==> src/hw/rtl/sfs_pkg.sv <==
// shared types, constants and the byte-to-level table of the frame slicer
package sfs_pkg;

  localparam int MotorsPerBoard = 9;
  localparam int IdxW = (MotorsPerBoard > 1) ? $clog2(MotorsPerBoard) : 1;

  localparam int MinUs = 1000;
  localparam int MaxUs = 2000;
  localparam int IdleUs = 1000;
  localparam int BaseUs = 1200;
  localparam int SpanUs = 800;

  localparam logic [12:0] IdleLevel = 13'((IdleUs * 75) / 32);

  // configuration register indexes
  typedef enum logic [1:0] {
    RegBoardIndex   = 2'd0,
    RegFrameLength  = 2'd1,
    RegFrameTimeout = 2'd2,
    RegSafetyTimeout = 2'd3
  } cfg_reg_e;

  // input item kinds
  typedef enum logic [1:0] {
    ActByte = 2'd0,
    ActSync = 2'd1,
    ActTick = 2'd2
  } action_e;

  typedef logic [255:0][12:0] level_lut_t;

  // pwm level for each raw byte: pulse width, clamp, then scale by 75/32
  function automatic level_lut_t build_level_lut();
    level_lut_t lut;
    int us;
    for (int i = 0; i < 256; i++) begin
      if (i == 0) us = IdleUs;
      else us = BaseUs + (i * SpanUs) / 255;
      if (us < MinUs) us = MinUs;
      if (us > MaxUs) us = MaxUs;
      lut[i] = 13'((us * 75) / 32);
    end
    return lut;
  endfunction

  localparam level_lut_t LevelLut = build_level_lut();

endpackage

==> src/hw/rtl/spi_frame_slicer_motor_pulse.sv <==
// frame slicer: byte window staging, sync and watchdog runs of motor pwm levels
// results: byte and tick items give no result; a sync or a safety trip gives a
//   run of MotorsPerBoard results, each through StRead (memory read), StConv (level
//   convert) and StEmit (present), held in StEmit until the sink is ready
// throughput: one byte or tick per cycle while no run is in progress; after a run the
//   next item is taken the cycle after the final transfer
// reset: asynchronous active low, registers back to defaults, staging buffer
//   reads as zero through per-entry valid bits, no clearing pass
module spi_frame_slicer_motor_pulse
  import sfs_pkg::*;
(
  input  logic        clk_i,
  input  logic        rst_ni,
  // input stream
  input  logic        s_axis_tvalid_i,
  output logic        s_axis_tready_o,
  input  logic [7:0]  s_axis_tdata_i,   // [7:0] data_byte
  input  logic [1:0]  s_axis_tuser_i,   // [1:0] action
  // result stream
  output logic        m_axis_tvalid_o,
  input  logic        m_axis_tready_i,
  output logic [23:0] m_axis_tdata_o,   // [3:0] motor_id, [16:4] pwm_level, rest zero
  output logic        m_axis_tlast_o,   // last_motor
  // configuration writes
  input  logic        cfg_valid_i,
  output logic        cfg_ready_o,
  input  logic [1:0]  cfg_index_i,
  input  logic [19:0] cfg_data_i
);

  typedef enum logic [1:0] {
    StIdle,
    StRead,
    StConv,
    StEmit
  } state_e;

  localparam logic [IdxW-1:0] LastIdx = IdxW'(MotorsPerBoard - 1);
  localparam logic [6:0]      WinLen  = 7'(MotorsPerBoard);

  // configuration registers
  logic [1:0]  board_index_q;
  logic [6:0]  frame_length_q;
  logic [15:0] frame_timeout_q;
  logic [19:0] safety_timeout_q;

  // control state
  state_e          state_q;
  logic [5:0]      byte_pos_q;
  logic [16:0]     tsb_q;
  logic [20:0]     tss_q;
  logic            tripped_q;
  logic            idle_run_q;
  logic [IdxW-1:0] run_idx_q;
  logic [12:0]     out_level_q;
  logic            out_valid_q;

  // staging memory and its valid bits
  logic [7:0]               stage_mem [MotorsPerBoard];
  logic [MotorsPerBoard-1:0] stage_vld_q;
  logic [7:0]               mem_rd_q;
  logic                     rd_vld_q;

  logic        in_xfer;
  logic        out_xfer;
  action_e     action;
  logic [6:0]  win_start;
  logic [6:0]  win_off;
  logic        in_window;
  logic        wr_en;
  logic [IdxW-1:0] wr_idx;
  logic [6:0]  len_eff;
  logic [6:0]  pos_inc;
  logic [5:0]  byte_pos_d;
  logic [16:0] tsb_d;
  logic [20:0] tss_d;
  logic        trip_now;
  logic [7:0]  conv_raw;
  logic [12:0] conv_level;

  assign cfg_ready_o     = 1'b1;
  assign s_axis_tready_o = (state_q == StIdle);
  assign in_xfer         = s_axis_tvalid_i && s_axis_tready_o;
  assign out_xfer        = m_axis_tvalid_o && m_axis_tready_i;
  assign action          = action_e'(s_axis_tuser_i);

  // window of this board inside the frame
  assign win_start = 7'(board_index_q) * WinLen;
  assign win_off   = {1'b0, byte_pos_q} - win_start;
  assign in_window = ({1'b0, byte_pos_q} >= win_start) && (win_off < WinLen);
  assign wr_idx    = win_off[IdxW-1:0];
  assign wr_en     = in_xfer && (action == ActByte) && in_window;

  // frame length zero acts as one, above 64 acts as 64
  always_comb begin
    if (frame_length_q == 7'd0)       len_eff = 7'd1;
    else if (frame_length_q > 7'd64)  len_eff = 7'd64;
    else                              len_eff = frame_length_q;
  end

  assign pos_inc = {1'b0, byte_pos_q} + 7'd1;
  assign tsb_d   = (tsb_q == '1) ? tsb_q : tsb_q + 17'd1;
  assign tss_d   = (tss_q == '1) ? tss_q : tss_q + 21'd1;
  assign trip_now = (tss_d > {1'b0, safety_timeout_q}) && !tripped_q;

  always_comb begin
    byte_pos_d = byte_pos_q;
    case (action)
      ActByte: byte_pos_d = (pos_inc >= len_eff) ? 6'd0 : pos_inc[5:0];
      ActSync: byte_pos_d = 6'd0;
      ActTick: begin
        // stalled mid-frame: realign to the frame start
        if ((byte_pos_q != 6'd0) && (tsb_d > {1'b0, frame_timeout_q})) byte_pos_d = 6'd0;
      end
      default: byte_pos_d = byte_pos_q;
    endcase
  end

  // level of the entry just read; idle runs ignore the memory
  assign conv_raw   = rd_vld_q ? mem_rd_q : 8'd0;
  assign conv_level = idle_run_q ? IdleLevel : LevelLut[conv_raw];

  // configuration
  always_ff @(posedge clk_i or negedge rst_ni) begin
    if (!rst_ni) begin
      board_index_q    <= 2'd0;
      frame_length_q   <= 7'd36;
      frame_timeout_q  <= 16'd5000;
      safety_timeout_q <= 20'd200000;
    end else if (cfg_valid_i && cfg_ready_o) begin
      case (cfg_reg_e'(cfg_index_i))
        RegBoardIndex:    board_index_q    <= cfg_data_i[1:0];
        RegFrameLength:   frame_length_q   <= cfg_data_i[6:0];
        RegFrameTimeout:  frame_timeout_q  <= cfg_data_i[15:0];
        RegSafetyTimeout: safety_timeout_q <= cfg_data_i[19:0];
        default: ;
      endcase
    end
  end

  // staging memory: one write port from the byte path, one registered read port
  always_ff @(posedge clk_i) begin
    if (wr_en) stage_mem[wr_idx] <= s_axis_tdata_i;
    if (state_q == StRead) mem_rd_q <= stage_mem[run_idx_q];
  end

  always_ff @(posedge clk_i or negedge rst_ni) begin
    if (!rst_ni) begin
      stage_vld_q <= '0;
      rd_vld_q    <= 1'b0;
    end else begin
      if (wr_en) stage_vld_q[wr_idx] <= 1'b1;
      if (state_q == StRead) rd_vld_q <= stage_vld_q[run_idx_q];
    end
  end

  // sequencer: takes items in idle, walks the motors for a run
  always_ff @(posedge clk_i or negedge rst_ni) begin
    if (!rst_ni) begin
      state_q     <= StIdle;
      byte_pos_q  <= 6'd0;
      tsb_q       <= 17'd0;
      tss_q       <= 21'd0;
      tripped_q   <= 1'b0;
      idle_run_q  <= 1'b0;
      run_idx_q   <= '0;
      out_level_q <= 13'd0;
      out_valid_q <= 1'b0;
    end else begin
      case (state_q)
        StIdle: begin
          if (in_xfer) begin
            byte_pos_q <= byte_pos_d;
            case (action)
              ActByte: tsb_q <= 17'd0;
              ActSync: begin
                tss_q      <= 21'd0;
                tripped_q  <= 1'b0;
                idle_run_q <= 1'b0;
                run_idx_q  <= '0;
                state_q    <= StRead;
              end
              ActTick: begin
                tsb_q <= tsb_d;
                tss_q <= tss_d;
                if (trip_now) begin
                  tripped_q  <= 1'b1;
                  idle_run_q <= 1'b1;
                  run_idx_q  <= '0;
                  state_q    <= StRead;
                end
              end
              default: ;
            endcase
          end
        end
        StRead: state_q <= StConv;
        StConv: begin
          out_level_q <= conv_level;
          out_valid_q <= 1'b1;
          state_q     <= StEmit;
        end
        StEmit: begin
          if (out_xfer) begin
            out_valid_q <= 1'b0;
            if (run_idx_q == LastIdx) begin
              state_q <= StIdle;
            end else begin
              run_idx_q <= run_idx_q + 1'b1;
              state_q   <= StRead;
            end
          end
        end
        default: state_q <= StIdle;
      endcase
    end
  end

  assign m_axis_tvalid_o = out_valid_q;
  assign m_axis_tdata_o  = {7'd0, out_level_q, 4'(run_idx_q)};
  assign m_axis_tlast_o  = (run_idx_q == LastIdx);

  // no new item while a result is on offer
  a_no_accept_during_run: assert property (@(posedge clk_i) disable iff (!rst_ni)
    m_axis_tvalid_o |-> !s_axis_tready_o)
    else $error("input ready while a result is pending");

  // levels stay inside the clamped pulse range
  a_level_range: assert property (@(posedge clk_i) disable iff (!rst_ni)
    m_axis_tvalid_o |-> (out_level_q >= IdleLevel) && (out_level_q <= 13'd4687))
    else $error("pwm level out of range");

  // a run ends with the final transfer and the block takes input again
  a_run_ends: assert property (@(posedge clk_i) disable iff (!rst_ni)
    (out_xfer && m_axis_tlast_o) |=> s_axis_tready_o)
    else $error("block not idle after final motor");

  // a sync clears the watchdog and realigns the frame
  a_sync_clears: assert property (@(posedge clk_i) disable iff (!rst_ni)
    (in_xfer && action == ActSync) |=> !tripped_q && (byte_pos_q == 6'd0) && (tss_q == 21'd0))
    else $error("sync did not clear watchdog state");

  // the watchdog fires its idle run at most once per loss of sync
  a_trip_once: assert property (@(posedge clk_i) disable iff (!rst_ni)
    (in_xfer && action == ActTick && tripped_q) |=> (state_q == StIdle))
    else $error("idle run repeated without a sync");

endmodule

==> config.mk <==
export PLATFORM = sky130hd
export DESIGN_NAME = spi_frame_slicer_motor_pulse
export DESIGN_NICKNAME = d
export VERILOG_FILES = /design/src/hw/rtl/sfs_pkg.sv /design/src/hw/rtl/spi_frame_slicer_motor_pulse.sv
export SDC_FILE = /design/constraint.sdc
export NUM_CORES = 1
export LEC_CHECK = 0
export BUFFER_PORTS_ARGS = -buffer_cell sky130_fd_sc_hd__buf_2
export CORE_MARGIN = 1.5
export CORE_UTILIZATION = 45
export DETAILED_ROUTE_END_ITERATION = 16
export GPL_ROUTABILITY_DRIVEN = 0
export SLEW_MARGIN = 20
export SYNTH_ARGS = -nofsm -noshare
export SYNTH_HDL_FRONTEND = slang
export SYNTH_SLANG_ARGS = --single-unit
==> constraint.sdc <==
create_clock -name clk_i -period 4.5 [get_ports clk_i]
set_clock_uncertainty 0.1 [all_clocks]
set_input_delay 0.675 -clock clk_i [delete_from_list [all_inputs] [get_ports clk_i]]
set_output_delay 0.675 -clock clk_i [all_outputs]
set_load 0.03 [all_outputs]
==> flow_summary.toml <==
[floorplan]
core_area_um2 = 28900
rows = 62
initial_util_pct = 46.1
chipHeight_um = 175
io_pins = 65
die_outline_area_um2 = 30700
dieWidth_um = 175

[grt]
grtUsageTotal_pct = 23.6
grt_max_degree = 57
antenna_found_initial = 1
grt_first_pass_wirelength_um = 57000
total_global_routing_overflow = 0
first_global_vias = 10400

[logic_synthesis]
netlist_top_cells_count = "135 x sky130_fd_sc_hd__nand2_1, 107 x sky130_fd_sc_hd__dfrtp_1, 91 x sky130_fd_sc_hd__o21ai_0"
synth_top_area_cell = "sky130_fd_sc_hd__dfrtp_1"
netlist_area_um2 = 13300
ys_ff_latch = 200
synth_top_area_share_pct = 20.1
avgSynthCellArea_um2 = 9.71
yosysMostFrequentCell = "sky130_fd_sc_hd__nand2_1"
post_synth_edffs = 80
synth_cell_types = 95
synthArstFlopShare_pct = 60.0
synth_cells = 1374
synth_flop_cell = "sky130_fd_sc_hd__dfrtp_1"
synth-warning-count = 0
ys_seq_area_share_pct = 40.7
synthTopCellsByArea = "sky130_fd_sc_hd__dfrtp_1 20%, sky130_fd_sc_hd__edfxtp_1 18%, sky130_fd_sc_hd__ha_1 7.3%"

[sta]
final-max-slew-violation-count = 0
layout_worst_path_cycle_share_pct = 90.1
worst_slew_pin_slew_ps = 1050
final_hold_viol_count = 0
timing.max_slew.rel_slack_pct = 30.0
final_period_minus_worst_setup_slack_ps = 4050
setup_viol = 0
setup_total_negative_slack_ps = 0
setup_repair_after_global_routing_missed_its_margin = "false"
fmax_ghz = 0.247

[detailed_routing]
num_vias = 10900
viasPerCell = 6.11
antenna_left = 0
wire_per_inst_um = 20.0
detail_route.wirelength_um = 35800
drcViolationCount = 0
initial_drt_pass_iterations = 6
first_iter_violations = 977

[cells_and_area]
final_layout_size_suffix_gt1_share_pct = 18.1
final_nets = 1506
flow.area_growth_from_synthesis_pct = 8.95
finish.utilization_pct = 50.2
post_route_non_filler_standard_cell_count = 1788
fillCellCount = 2674

[critical_path]
timing.critical_path.buf_inv = 0
timing.rr.end = "run_idx_q[0]$_DFFE_PN0P_"
reg2regPathDepth = 14
end_kind = "flop"
reg2reg_slack_ps = 450
critical_path_arrival_ps = 4280
worst_ep_required_time_ps = 4720
cpMaxStageDelayCell = "sky130_fd_sc_hd__or4_1"
longest_individual_stage_delay_on_the_worst_path_ps = 540
timing.critical_path.cells = "nand4_4 -> nor3_1 -> o31a_1 -> nand4_2 -> nor2_1 -> xor2_1 -> ha_1 -> nand4_1 -> or4_1 -> o22a_1 -> nand3_1 -> a21oi_1 -> o21ba_2 -> mux2_4"
setup.worst_path.class = "flop to flop"
worst_setup_path_start_kind = "flop"
highest_net_fanout_along_the_worst_path = 10
worstReg2RegStart = "tss_q[2]$_DFFE_PN0P_"
timing.critical_path.max_delay_family = "simple AND/OR/NAND/NOR gates"
setup.worst_path.start = "tss_q[2]$_DFFE_PN0P_"

[clocking]
clkSlewWorstSetupHoldPaths_ps = 80
post_cts_resized = 0
numCtsBuffers = 17
worstSkewPairLatency_ps = 440
clock-root-buffer = "sky130_fd_sc_hd__clkbuf_16"
clock_tree.htree_level_count = 4
cts_tree = "built"
cts-root-to-sink-buffers = 2
cts-hold-fix-buffers = 0
cts_setup_buffers = 0
tritoncts_num_sinks = 200

[min_path]
worstHoldPathType = "input port to asynchronous set/reset pin"

[placement]
place.port_buffers = 56
hpwlAfterDp_um = 25400
placed_cells_incl_taps = 1755

[power]
power.density_nw_per_um2 = 531
cellLeakagePower_nw = 6.11
peakVddDrop_uv = 328

[outcome]
outcome = "finished, final reports clean"

[run]
maxCapViolCount = 0
==> cells in the final DEF, fill, tap and decap left out, drive strengths merged, types with 23 or more instances in the layout <==
| cell type | count |
|---|---|
| a21oi | 65 |
| a22o | 28 |
| a31oi | 25 |
| buf | 90 |
| dfrtp | 107 |
| edfxtp | 80 |
| ha | 78 |
| inv | 86 |
| mux2 | 57 |
| nand2 | 137 |
| nand3 | 52 |
| nor2 | 75 |
| nor3 | 37 |
| o21ai | 94 |
| xnor2 | 23 |
==> worst reg2reg max path: stages (launching register included) <==
cell and delay, ps:
sky130_fd_sc_hd__dfrtp_1 520, sky130_fd_sc_hd__nand4_4 170, sky130_fd_sc_hd__nor3_1 280, sky130_fd_sc_hd__o31a_1 290, sky130_fd_sc_hd__nand4_2 290, sky130_fd_sc_hd__nor2_1 280
sky130_fd_sc_hd__xor2_1 100, sky130_fd_sc_hd__ha_1 330, sky130_fd_sc_hd__nand4_1 110, sky130_fd_sc_hd__or4_1 540, sky130_fd_sc_hd__o22a_1 220, sky130_fd_sc_hd__nand3_1 90
sky130_fd_sc_hd__a21oi_1 100, sky130_fd_sc_hd__o21ba_2 260, sky130_fd_sc_hd__mux2_4 260
==> through the flow <==
step | area [µm²] | total power, mW | setup WS, ps | hold slack (ps)
after global routing | 14500 | 8.20 | 113 | 231
after floorplan | 13400 | 5.01 | 900 | 279
final | 14500 | 7.72 | 445 | 177
after detailed placement | 13900 | 6.06 | 486 | 350
after CTS | 14500 | 7.67 | 481 | 207
after global placement | 13900 | 6.05 | 558 | 347
==> power breakdown <==
| part | leakage [nW] | internal (mW) | switching (mW) |
|---|---|---|---|
| clock network | 0.296 | 0.765 | 0.824 |
| registers | 2.23 | 2.15 | 0.206 |
| logic | 3.59 | 1.35 | 2.42 |
| total | 6.11 | 4.27 | 3.45 |
==> how the worst max path moves through the flow <==
stage	endpoint	cells after the start	slack, ps
5_1_grt	state_q[1]$_DFFE_PN0P_	14	110
3_3_place_gp	run_idx_q[0]$_DFFE_PN0P_	14	560
3_5_place_dp	run_idx_q[0]$_DFFE_PN0P_	14	490
6_report	run_idx_q[0]$_DFFE_PN0P_	14	450
2_1_floorplan	run_idx_q[0]$_DFFE_PN0P_	14	900
4_1_cts	run_idx_q[0]$_DFFE_PN0P_	14	480
==> kinds of logic (layout without fill, tap and decap cells) <==
kind of cell             count (synthesis)  after routing  synth area share [%]
buffers and inverters                  174            197                  5.55
flip-flops                             200            200                  40.7
other                                    2              9                0.0563
AND/OR/NAND/NOR                        419            419                  15.8
XOR/XNOR                                34             34                  2.23
adder cells (fa/ha/maj)                 79             79                  7.47
multiplexers                            89             89                  9.05
AO/OA/AOI/OAI                          377            377                  19.2
==> routing by layer <==
layer / up-vias / GRT usage (%) / share of wire (%)
met1: 5282 / 33.7 / 46
met5: - / 0 / 0
met2: 447 / 36.2 / 45
met4: 0 / 8.80 / 2.7
met3: 75 / 3.59 / 6.3
li1: 5121 / - / -
==> flip-flops by register name, summed over array words and instances, names as in the netlist <==
signal / cells
stage_mem: 72
tss_q: 21
safety_timeout_q: 20
tsb_q: 17
frame_timeout_q: 16
out_level_q: 13
stage_vld_q: 9
mem_rd_q: 8
frame_length_q: 7
byte_pos_q: 6
run_idx_q: 4
board_index_q: 2
state_q: 2
idle_run_q: 1
m_axis_tvalid_o: 1
rd_vld_q: 1
==> final cells by class <==
type                    count  area, µm²  area share, %
clock buffers              17        425           2.93
multi-input cells        1006       7200           49.6
well taps                 384        480           3.31
flip-flops and latches    200       5420           37.3
diodes                      1       2.50         0.0172
clock inverters            15        179           1.23
inverters                  75        282           1.94
repair buffers             90        538           3.70
Power figures use the tool's default switching activity.
